==> src/hw/rtl/mrfc_pkg.sv <==
// Shared definitions for the Modbus RTU frame checker.
// Holds function codes, CRC constants, the controller/datapath interface types
// and the CRC byte step. No dependencies.
`default_nettype none

package mrfc_pkg;

  localparam logic [7:0] FC_READ_COILS      = 8'h01;
  localparam logic [7:0] FC_READ_INPUTS     = 8'h02;
  localparam logic [7:0] FC_READ_HOLDING    = 8'h03;
  localparam logic [7:0] FC_READ_INPUT_REGS = 8'h04;
  localparam logic [7:0] FC_WRITE_COIL      = 8'h05;
  localparam logic [7:0] FC_WRITE_REG       = 8'h06;
  localparam logic [7:0] FC_WRITE_COILS     = 8'h0F;
  localparam logic [7:0] FC_WRITE_REGS      = 8'h10;

  localparam logic [15:0] CRC_INIT = 16'hFFFF;
  localparam logic [15:0] CRC_POLY = 16'hA001;

  localparam logic [9:0] POS_MAX      = 10'd1023;
  localparam logic [9:0] MIN_FRAME    = 10'd4;
  localparam logic [9:0] SINGLE_LEN   = 10'd8;
  localparam logic [9:0] READ_EXTRA   = 10'd5;
  localparam logic [9:0] MULTI_EXTRA  = 10'd9;

  typedef struct packed {
    logic accept_byte;
    logic clear;
    logic start_words;
    logic read_en;
    logic read_second;
    logic capture_first;
    logic load_simple;
    logic load_words;
    logic advance_words;
  } ctrl_cmd_t;

  typedef struct packed {
    logic frame_ok;
    logic is_regs;
    logic words_done;
    logic out_free;
  } ctrl_status_t;

  function automatic logic [15:0] crc_step(input logic [15:0] crc, input logic [7:0] b);
    logic [15:0] c;
    c = crc ^ {8'h00, b};
    for (int i = 0; i < 8; i++) begin
      c = c[0] ? ((c >> 1) ^ CRC_POLY) : (c >> 1);
    end
    return c;
  endfunction

endpackage

`default_nettype wire

==> src/hw/rtl/mrfc_datapath.sv <==
// Datapath of the Modbus RTU frame checker: frame fields, CRC, byte store,
// word counter and the output register. Driven by mrfc_ctrl; uses mrfc_pkg.
`default_nettype none

module mrfc_datapath
  import mrfc_pkg::*;
#(
  parameter int DATA_DEPTH = 256
) (
  input  logic         clk,
  input  logic         rst,
  input  ctrl_cmd_t    cmd,
  output ctrl_status_t status,
  input  logic [7:0]   data_byte,
  output logic         out_valid,
  input  logic         out_ready,
  output logic         frame_valid,
  output logic [7:0]   function_code,
  output logic [15:0]  start_address,
  output logic [1:0]   value_count,
  output logic [15:0]  first_value,
  output logic [15:0]  second_value,
  output logic         last_result
);

  localparam int ROWS  = DATA_DEPTH / 2;
  localparam int ROW_W = $clog2(ROWS);

  logic [9:0]  byte_position;
  logic [15:0] running_crc;
  logic [15:0] computed_crc;
  logic [15:0] received_crc;
  logic [7:0]  code_seen;
  logic [7:0]  count_byte;
  logic [9:0]  expected_length;
  logic [15:0] address_word;
  logic [15:0] value_word;
  logic [7:0]  word_index;
  logic [15:0] read_word;
  logic [15:0] first_word;

  logic [7:0] bank_hi [ROWS];
  logic [7:0] bank_lo [ROWS];

  logic [10:0]      pos_plus1;
  logic [10:0]      pos_plus2;
  logic [9:0]       store_index;
  logic             store_en;
  logic [ROW_W-1:0] store_row;
  logic [ROW_W-1:0] read_row;
  logic [7:0]       read_index;
  logic [6:0]       word_total;
  logic             is_single;
  logic [1:0]       word_cnt;

  assign pos_plus1   = {1'b0, byte_position} + 11'd1;
  assign pos_plus2   = {1'b0, byte_position} + 11'd2;
  assign store_index = byte_position - 10'd3;
  assign store_en    = (byte_position >= 10'd3) && ({1'b0, store_index} < 11'(DATA_DEPTH));
  assign store_row   = store_index[ROW_W:1];
  assign read_index  = cmd.read_second ? word_index + 8'd1 : word_index;
  assign read_row    = read_index[ROW_W-1:0];
  assign word_total  = count_byte[7:1];
  assign is_single   = (code_seen == FC_WRITE_COIL) || (code_seen == FC_WRITE_REG);

  always_comb begin
    word_cnt = 2'd0;
    if ({1'b0, word_index} + 9'd1 < {2'b00, word_total}) begin
      word_cnt = 2'd2;
    end else if (word_index < {1'b0, word_total}) begin
      word_cnt = 2'd1;
    end
  end

  assign status.frame_ok = (byte_position >= MIN_FRAME) && (expected_length != 10'd0)
                           && (byte_position >= expected_length)
                           && (computed_crc == received_crc);
  assign status.is_regs = (code_seen == FC_READ_HOLDING) || (code_seen == FC_READ_INPUT_REGS);
  assign status.words_done = ({1'b0, word_index} + 9'd2) >= {2'b00, word_total};
  assign status.out_free = !out_valid || out_ready;

  always_ff @(posedge clk) begin
    if (rst || cmd.clear) begin
      byte_position   <= '0;
      running_crc     <= CRC_INIT;
      computed_crc    <= '0;
      received_crc    <= '0;
      code_seen       <= '0;
      count_byte      <= '0;
      expected_length <= '0;
      address_word    <= '0;
      value_word      <= '0;
    end else if (cmd.accept_byte) begin
      case (byte_position)
        10'd1: begin
          code_seen <= data_byte;
          if (data_byte == FC_WRITE_COIL || data_byte == FC_WRITE_REG) begin
            expected_length <= SINGLE_LEN;
          end
        end
        10'd2: begin
          count_byte <= data_byte;
          address_word[15:8] <= data_byte;
          if (code_seen inside {[FC_READ_COILS:FC_READ_INPUT_REGS]}) begin
            expected_length <= {2'b00, data_byte} + READ_EXTRA;
          end
        end
        10'd3: address_word[7:0] <= data_byte;
        10'd4: value_word[15:8] <= data_byte;
        10'd5: value_word[7:0] <= data_byte;
        10'd6: begin
          if (code_seen == FC_WRITE_COILS || code_seen == FC_WRITE_REGS) begin
            expected_length <= {2'b00, data_byte} + MULTI_EXTRA;
          end
        end
        default: begin
        end
      endcase
      if (expected_length == 10'd0 || pos_plus2 < {1'b0, expected_length}) begin
        running_crc <= crc_step(running_crc, data_byte);
      end else if (pos_plus2 == {1'b0, expected_length}) begin
        computed_crc <= running_crc;
        received_crc <= {8'h00, data_byte};
      end else if (pos_plus1 == {1'b0, expected_length}) begin
        received_crc[15:8] <= data_byte;
      end
      if (byte_position != POS_MAX) begin
        byte_position <= pos_plus1[9:0];
      end
    end
  end

  always_ff @(posedge clk) begin
    if (cmd.accept_byte && store_en) begin
      if (store_index[0]) begin
        bank_lo[store_row] <= data_byte;
      end else begin
        bank_hi[store_row] <= data_byte;
      end
    end
    if (cmd.read_en) begin
      read_word <= {bank_hi[read_row], bank_lo[read_row]};
    end
  end

  always_ff @(posedge clk) begin
    if (cmd.start_words) begin
      word_index <= '0;
    end else if (cmd.advance_words) begin
      word_index <= word_index + 8'd2;
    end
    if (cmd.capture_first) begin
      first_word <= read_word;
    end
  end

  always_ff @(posedge clk) begin
    if (rst) begin
      out_valid <= 1'b0;
    end else if (cmd.load_simple || cmd.load_words) begin
      out_valid <= 1'b1;
    end else if (out_ready) begin
      out_valid <= 1'b0;
    end
  end

  always_ff @(posedge clk) begin
    if (cmd.load_simple) begin
      frame_valid   <= status.frame_ok;
      function_code <= status.frame_ok ? code_seen : 8'h00;
      start_address <= (status.frame_ok && is_single) ? address_word : 16'h0000;
      value_count   <= (status.frame_ok && is_single) ? 2'd1 : 2'd0;
      first_value   <= (status.frame_ok && is_single) ? value_word : 16'h0000;
      second_value  <= 16'h0000;
      last_result   <= 1'b1;
    end else if (cmd.load_words) begin
      frame_valid   <= 1'b1;
      function_code <= code_seen;
      start_address <= 16'h0000;
      value_count   <= word_cnt;
      first_value   <= (word_cnt != 2'd0) ? first_word : 16'h0000;
      second_value  <= (word_cnt == 2'd2) ? read_word : 16'h0000;
      last_result   <= status.words_done;
    end
  end

endmodule

`default_nettype wire

==> config.mk <==
export PLATFORM = sky130hd
export DESIGN_NAME = mrfc_datapath
export DESIGN_NICKNAME = d
export VERILOG_FILES = /design/src/hw/rtl/mrfc_pkg.sv /design/src/hw/rtl/mrfc_datapath.sv
export SDC_FILE = /design/constraint.sdc
export NUM_CORES = 2
export LEC_CHECK = 0
export BUFFER_PORTS_ARGS = -buffer_cell sky130_fd_sc_hd__buf_4
export CORE_MARGIN = 10
export CORE_UTILIZATION = 45
export DETAILED_ROUTE_END_ITERATION = 12
export HOLD_SLACK_MARGIN = 0.15
export PLACE_DENSITY_LB_ADDON = 0.25
export SLEW_MARGIN = 30
export SYNTH_ARGS = -nofsm -noshare
export SYNTH_HDL_FRONTEND = slang
export SYNTH_SLANG_ARGS = --single-unit
==> constraint.sdc <==
create_clock -name clk -period 7.7 [get_ports clk]
set_input_delay 0 -clock clk [delete_from_list [all_inputs] [get_ports clk]]
set_output_delay 0 -clock clk [all_outputs]
set_load 0.1 [all_outputs]
# --- Word level (Yosys, flattened, before mapping) ---
# Memories as Yosys holds them, arrays and structs flattened. A register that Yosys moved wholly into a read port is not among the register bits.
# Index checks and enable logic that the tools add are counted.
totals:
  mem_bits_rw: 2048
  out_inout_bits: 65
  mem_count: 2
  ff_bits: 193
  inputBits: 20
  elab_cells: 148
op_classes:
  magnitude_cmp: 10
  eq_ne: 22
  n_addsub: 9
  mux: 41
  n_reduce_logical: 33
  bitwise_logic: 10
mem_list:
  columns: ["name", "words", "word_bits", "read_ports", "rd_ports_with_merged_regs", "wr", "line_no", "source"]
  rows:
  - ["bank_hi", 128, 8, 1, 1, 1, "mrfc_datapath.sv:42", "logic [7:0] bank_hi [ROWS];"]
  - ["bank_lo", 128, 8, 1, 1, 1, "mrfc_datapath.sv:43", "logic [7:0] bank_lo [ROWS];"]
op_table:
  columns: ["operator", "n"]
  rows:
  - ["$mux W16", 16]
  - ["$eq A8 B3 Y1 const B", 5]
  - ["$mux W8", 5]
  - ["$eq A10 B3 Y1 const B", 3]
  - ["$mux W10", 3]
  - ["$pmux W10 S3", 1]
  - ["$not A2 Y3", 8]
  - ["$eq A11 B10 Y1", 2]
  - ["$eq A10 B2 Y1 const B", 2]
  - ["$eq A16 B16 Y1", 1]
  - ["$xor A16 B8 Y16", 1]
  - ["$reduce_and A2 Y1", 7]
  - ["$mux W1", 12]
  - ["$add A10 B1 Y11 const B", 1]
  - ["$add A10 B2 Y11 const B", 1]
  - ["$lt A11 B10 Y1", 1]
  - ["$eq A10 B1 Y1 const B", 1]
  - ["$ge A10 B10 Y1", 1]
  - ["$ge A10 B2 Y1 const B", 1]
  - ["$ge A10 B3 Y1 const B", 1]
  - ["$logic_not A10 Y1", 1]
  - ["$lt A10 B9 Y1 const B", 1]
  - ["$ne A10 B10 Y1 const B", 1]
  - ["$reduce_bool A10 Y1", 1]
  - ["27 further kinds", 48]

# --- Logic depth before layout (Yosys ltp) ---
depth:
  word_depth: 17
  depth_mapped: 14
  ltp_nobuf: 11

# --- Worst setup path before layout ---
# No wires, ideal clock.
synth_path:
  path_type: "register -> register"
  start: "reg byte_position[2]"
  end: "reg running_crc[14]"
  path_stages_with_launch: 14
  setup_time_ps: 129
  path_slack_ps: 4398
  arrival_time_ps: 3173
  path_buffers: 3
  cell_sequence: "dfxtp_1 > buf_2 > clkbuf_1 > nand2_1 > or3_1 > xnor2_1 > ha_1 > nand4_1 > a21oi_1 > nor2_1 > o211ai_1 > clkbuf_1 > mux2i_1 > nand2_1"
synth_via:
  elab_chain_cells: 4
synth_rtl:
  columns: ["item", "line_no", "source"]
  rows:
  - ["from (decl)", "mrfc_datapath.sv:29", "logic [9:0] byte_position;"]
  - ["from (signal assigned)", "mrfc_datapath.sv:128", "byte_position <= pos_plus1[9:0];"]
  - ["$add A10 B2 Y11", "mrfc_datapath.sv:57", "assign pos_plus2 = {1'b0, byte_position} + 11'd2;"]
  - ["$lt A11 B10 Y1", "mrfc_datapath.sv:119", "if (expected_length == 10'd0 || pos_plus2 < {1'b0, expected_length}) begin"]
  - ["$logic_or A1 B1 Y1", "mrfc_datapath.sv:119", null]
  - ["$reduce_and A2 Y1 (no source line)", null, null]
  - ["to (signal assigned)", "mrfc_datapath.sv:120", "running_crc <= crc_step(running_crc, data_byte);"]
  - ["to (decl)", "mrfc_datapath.sv:30", "logic [15:0] running_crc;"]
# Every way passes these cells.
# A chain may end at the register's enable or synchronous reset.

# --- Worst setup path in the final report ---
layout_path:
  start: "reg byte_position[2]"
  end: "mem bank_hi[125][3] (enable)"
layout_via:
  elab_chain_cells: 6
layout_rtl:
  columns: ["item", "line_no", "source"]
  rows:
  - ["$sub A10 B2 Y10", "mrfc_datapath.sv:58", "assign store_index = byte_position - 10'd3;"]
  - ["$lt A10 B9 Y1", "mrfc_datapath.sv:59", "assign store_en = (byte_position >= 10'd3) && ({1'b0, store_index} < 11'(DATA_DEPTH));"]
  - ["$logic_and A1 B1 Y1", "mrfc_datapath.sv:59", null]
  - ["$logic_and A1 B1 Y1", "mrfc_datapath.sv:134", "if (cmd.accept_byte && store_en) begin"]
  - ["$mux W1", "mrfc_datapath.sv:134", null]
  - ["$mux W1 (not written as such)", "mrfc_datapath.sv:138", "bank_hi[store_row] <= data_byte;"]
  - ["to (decl)", "mrfc_datapath.sv:42", null]
# Parallel ways exist; a longest one is shown, timed or not.

==> results.txt <==
----------------------------------------------------
[Status]
  Run status ... finished clean

[Critical path]
  Crit path cell chain ... inv_1 > ha_1 > a211oi_2 > and4_1 > o21ai_1 > a21oi_1 > nand2_2 > nor2_1
  Largest delay contributor family on the critical path ... simple AND/OR/NAND/NOR gates
  Worst r2r src ... byte_position[2]
  Kind of start point of the critical path ... flop
  Worst reg2reg endpoint ... bank_hi[125][3]
  Slowest cell delay on critical path ... 0.81 ns
  Category of the worst setup path capture point ... flop
  Master of the slowest instance on the critical path ... nor2_1
  Crit path buf inv count ... 1
  Number of cells on the worst reg-to-reg path ... 8
  Critical path required time ... 8.19 ns
  Worst R2R Setup Slack ... 2.94 ns
  Data arrival, critical path ... 5.25 ns
  Maximum fanout along the worst path ... 22
  Class of the most critical setup path ... reg2reg

[Yosys]
  Average size of a mapped cell ... 20.59 sq um
  Total standard cell area after synthesis ... 88800 sq um
  Synth cell types ... 70
  Area fraction of the dominant cell type after synthesis ... 71.79%
  Synthesis-stage register bit count ... 2255
  Async S/R FF share, synth ... 0%
  Ys flop type ... edfxtp_1
  Synth area leaders ... edfxtp_1, mux4_2, dfxtp_1
  Total number of yosys warnings ... 0
  Sequential fraction of the synthesis area ... 74.77%
  Post-synth EDFFs ... 2123
  Synthesized netlist net count ... 4375
  Synth Instances ... 4313
  Cell accounting for the most synthesized area ... edfxtp_1

[STA]
  RSZ-0062 raised after global routing ... false
  Period minus WS final ... 4.762 ns
  Worst Max-Slew Pin Slew ... 1.028 ns
  Fmax ... 210.0 MHz
  Endpoints failing hold ... 0
  Setup TNS ... 0 ns
  Setup Viol. Count Final ... 0
  Max_slew headroom ... 31.20%
  Post-Route Skew ... 0.06135 ns
  Max Transition Viols Final ... 0
  Share of the clock period used by the worst path after layout ... 61.85%

[Hold path]
  Hold path endpoint ... count_byte[4]
  Number of cells traversed by the worst hold path ... 4
  Path class of the lowest-slack min-delay path ... in2reg
  Hold Crit Start ... data_byte[4]

[Finish]
  Final net count ... 4549
  Synthesis-to-finish area growth ... 13.18%
  Final standard cell utilization of the core ... 51.38%
  Fraction of final layout cells with drive strength greater than 1 ... 25.45%

[Detailed routing]
  DRT iter0 DRCs ... 5714
  Number of nets with antenna violations after routing ... 0
  Final WL ... 232900 microns
  Via count normalized by instance count ... 6.011
  Routed wire length per instance ... 31.88 microns
  Detailed Routing Iterations Pass 1 ... 7
  Via total after detailed routing ... 43.91k
  DRC violation count after routing ... 0

[CTS]
  Cts bufs inserted ... 216
  Number of gates resized after CTS ... 0
  Number of levels the H-tree was split into ... 4
  Setup repair bufs after CTS ... 0
  CTS Sinks ... 2255
  CTS Buffer Depth ... 3
  Cell at the root of the clock tree ... clkbuf_16
  CTS tree ... built
  Worst-skew pair later-pin latency ... 0.89 ns
  Clock transition at the registers of the reported paths ... 0.07 ns

[Floorplanning]
  Die footprint ... 215500 sq um
  Die width ... 464.2 microns
  Initial core utilization ... 45.40%
  Area of the core region ... 195600 sq um
  I/O pins ... 85
  Placement row count ... 162
  Vertical die dimension ... 464.2 microns

[Place]
  Placer Congestion ... 0.8341
  Count of input and output buffers ... 84
  HPWL Detailed ... 142700 microns

[Global route]
  Via count of the first global-routing pass ... 44.05k
  Wire length of the first global-routing pass ... 336000 microns
  Total overflow reported by the global router ... 0
  Antenna violations before repair ... 11
  Overall fraction of global-route tracks in use ... 21.35%
  Largest net degree at the start of global routing ... 148

[Pwr]
  Static Leak ... 31.66 nW
  Worst VDD drop ... 0.0002183 V
  Power Dens Cells ... 260.6 nW/um^2

[Flow run]
  Maxcap violations ... 0

----------------------------------------------------
## timing repair
action / 4_1_cts / 5_1_grt
hold endpoints to repair: 1476 / 0
hold buffers: 41 / 0
endpoints found under the setup margin: 0 / 0
## power breakdown
group / internal, mW / total (mW) / switching (mW) / leakage, nW
Clock: 6.48 / 11.2 / 4.71 / 3.64
Combinational: 0.546 / 1.50 / 0.957 / 7.75
Sequential: 13.4 / 13.5 / 0.0556 / 20.3
## registers in the layout (all words and copies together), names as in the netlist, 9 cells and up
signal           flops
bank_hi           1024
bank_lo           1024
byte_position       10
computed_crc        16
expected_length      9
first_value         16
first_word          16
read_word           16
received_crc        16
running_crc         16
second_value        16
start_address       16
value_word          16
## cells in the mapped netlist (7+ instances only)
cell      number
edfxtp_1    2123
mux4_2       622
nor2_1       378
dfxtp_1      132
clkbuf_1     120
mux2i_1      114
nand2_1       95
buf_2         90
nand3_1       53
a21oi_1       46
ha_1          42
xnor2_1       39
nor3_1        37
nor2b_1       36
a22o_1        34
xor2_1        34
inv_1         33
a22oi_1       31
o211ai_1      26
o21ai_0       22
buf_4         19
buf_1         18
a32o_1        14
and2_1        13
nor4_1        11
nand4_1        9
a21boi_0       8
a21o_1         8
and3_1         8
buf_6          8
or3_1          8
a31oi_1        7
nand2b_1       7
## worst reg2reg max path, stage by stage (launching register included)
cell and delay [ns]:
dfxtp_1 0.77, inv_1 0.25, ha_1 0.30, a211oi_2 0.60, and4_1 0.27, o21ai_1 0.11, a21oi_1 0.52, nand2_2 0.72
nor2_1 0.85
## per-layer routing
metal,GRT usage (%),vias up,share of wire (%)
met3,3.984,317,8.6
met2,34.13,2256,48
met4,5.285,0,2.4
li1,-,18120,-
met1,30.46,23220,41
met5,0,-,0
## cells in the final DEF, fill, tap and decap left out, drive strengths merged, types with 34 or more instances in the layout
| cell | n |
|---|---|
| a21oi | 46 |
| a22o | 34 |
| buf | 173 |
| bufinv | 36 |
| clkbuf | 246 |
| clkinv | 96 |
| dfxtp | 132 |
| dlygate4sd3 | 38 |
| edfxtp | 2123 |
| ha | 42 |
| inv | 45 |
| mux2i | 114 |
| mux4 | 622 |
| nand2 | 95 |
| nand3 | 53 |
| nor2 | 378 |
| nor2b | 36 |
| nor3 | 38 |
| xnor2 | 39 |
| xor2 | 34 |
## how the worst max path moves through the flow
stage	startpoint	end	slack, ns	cells past startpoint
after floorplan	byte_position[2]	running_crc[14]	4.40	13
final	byte_position[2]	bank_hi[125][3]	2.94	8
after global placement	byte_position[2]	bank_hi[45][3]	3.15	8
after CTS	byte_position[2]	bank_hi[125][5]	2.98	8
after detailed placement	byte_position[2]	bank_hi[37][7]	3.00	8
after global routing	byte_position[2]	bank_hi[125][3]	2.65	8
## cells by family after synthesis
family                   count (synthesis)  synth area share, %
AO/OA/AOI/OAI                          236                1.922
XOR/XNOR                                75               0.7708
adder cells (fa/ha/maj)                 42               0.5918
buffers and inverters                  289                1.496
flip-flops                            2255                74.77
multiplexers                           737                17.07
AND/OR/NAND/NOR                        679                3.376
## metrics by stage
step	instance area (sq um)	hold WS, ns	setup slack, ns	std cells	power, mW
2_1_floorplan	88800	0.06907	4.398	4313	14.61
4_1_cts	100400	0.1517	2.977	7301	26.35
5_1_grt	100500	0.1951	2.653	7303	26.92
3_3_place_gp	92420	0.2258	3.145	6850	15.25
6_report	100500	0.2095	2.938	7305	26.19
3_5_place_dp	92460	0.2434	2.998	6850	15.25
## layout make-up
type	count	area, sq um
Antenna cell	2	5.005
Clock buffer	246	5612
Clock inverter	164	1938
Fill cell	15220	95100
Inverter	34	133.9
Multi-Input combinational cell	1769	21200
Sequential cell	2255	66400
Tap cell	2624	3283
Timing Repair Buffer	211	1923
Note: power is estimated with default switching activity, not from simulation.
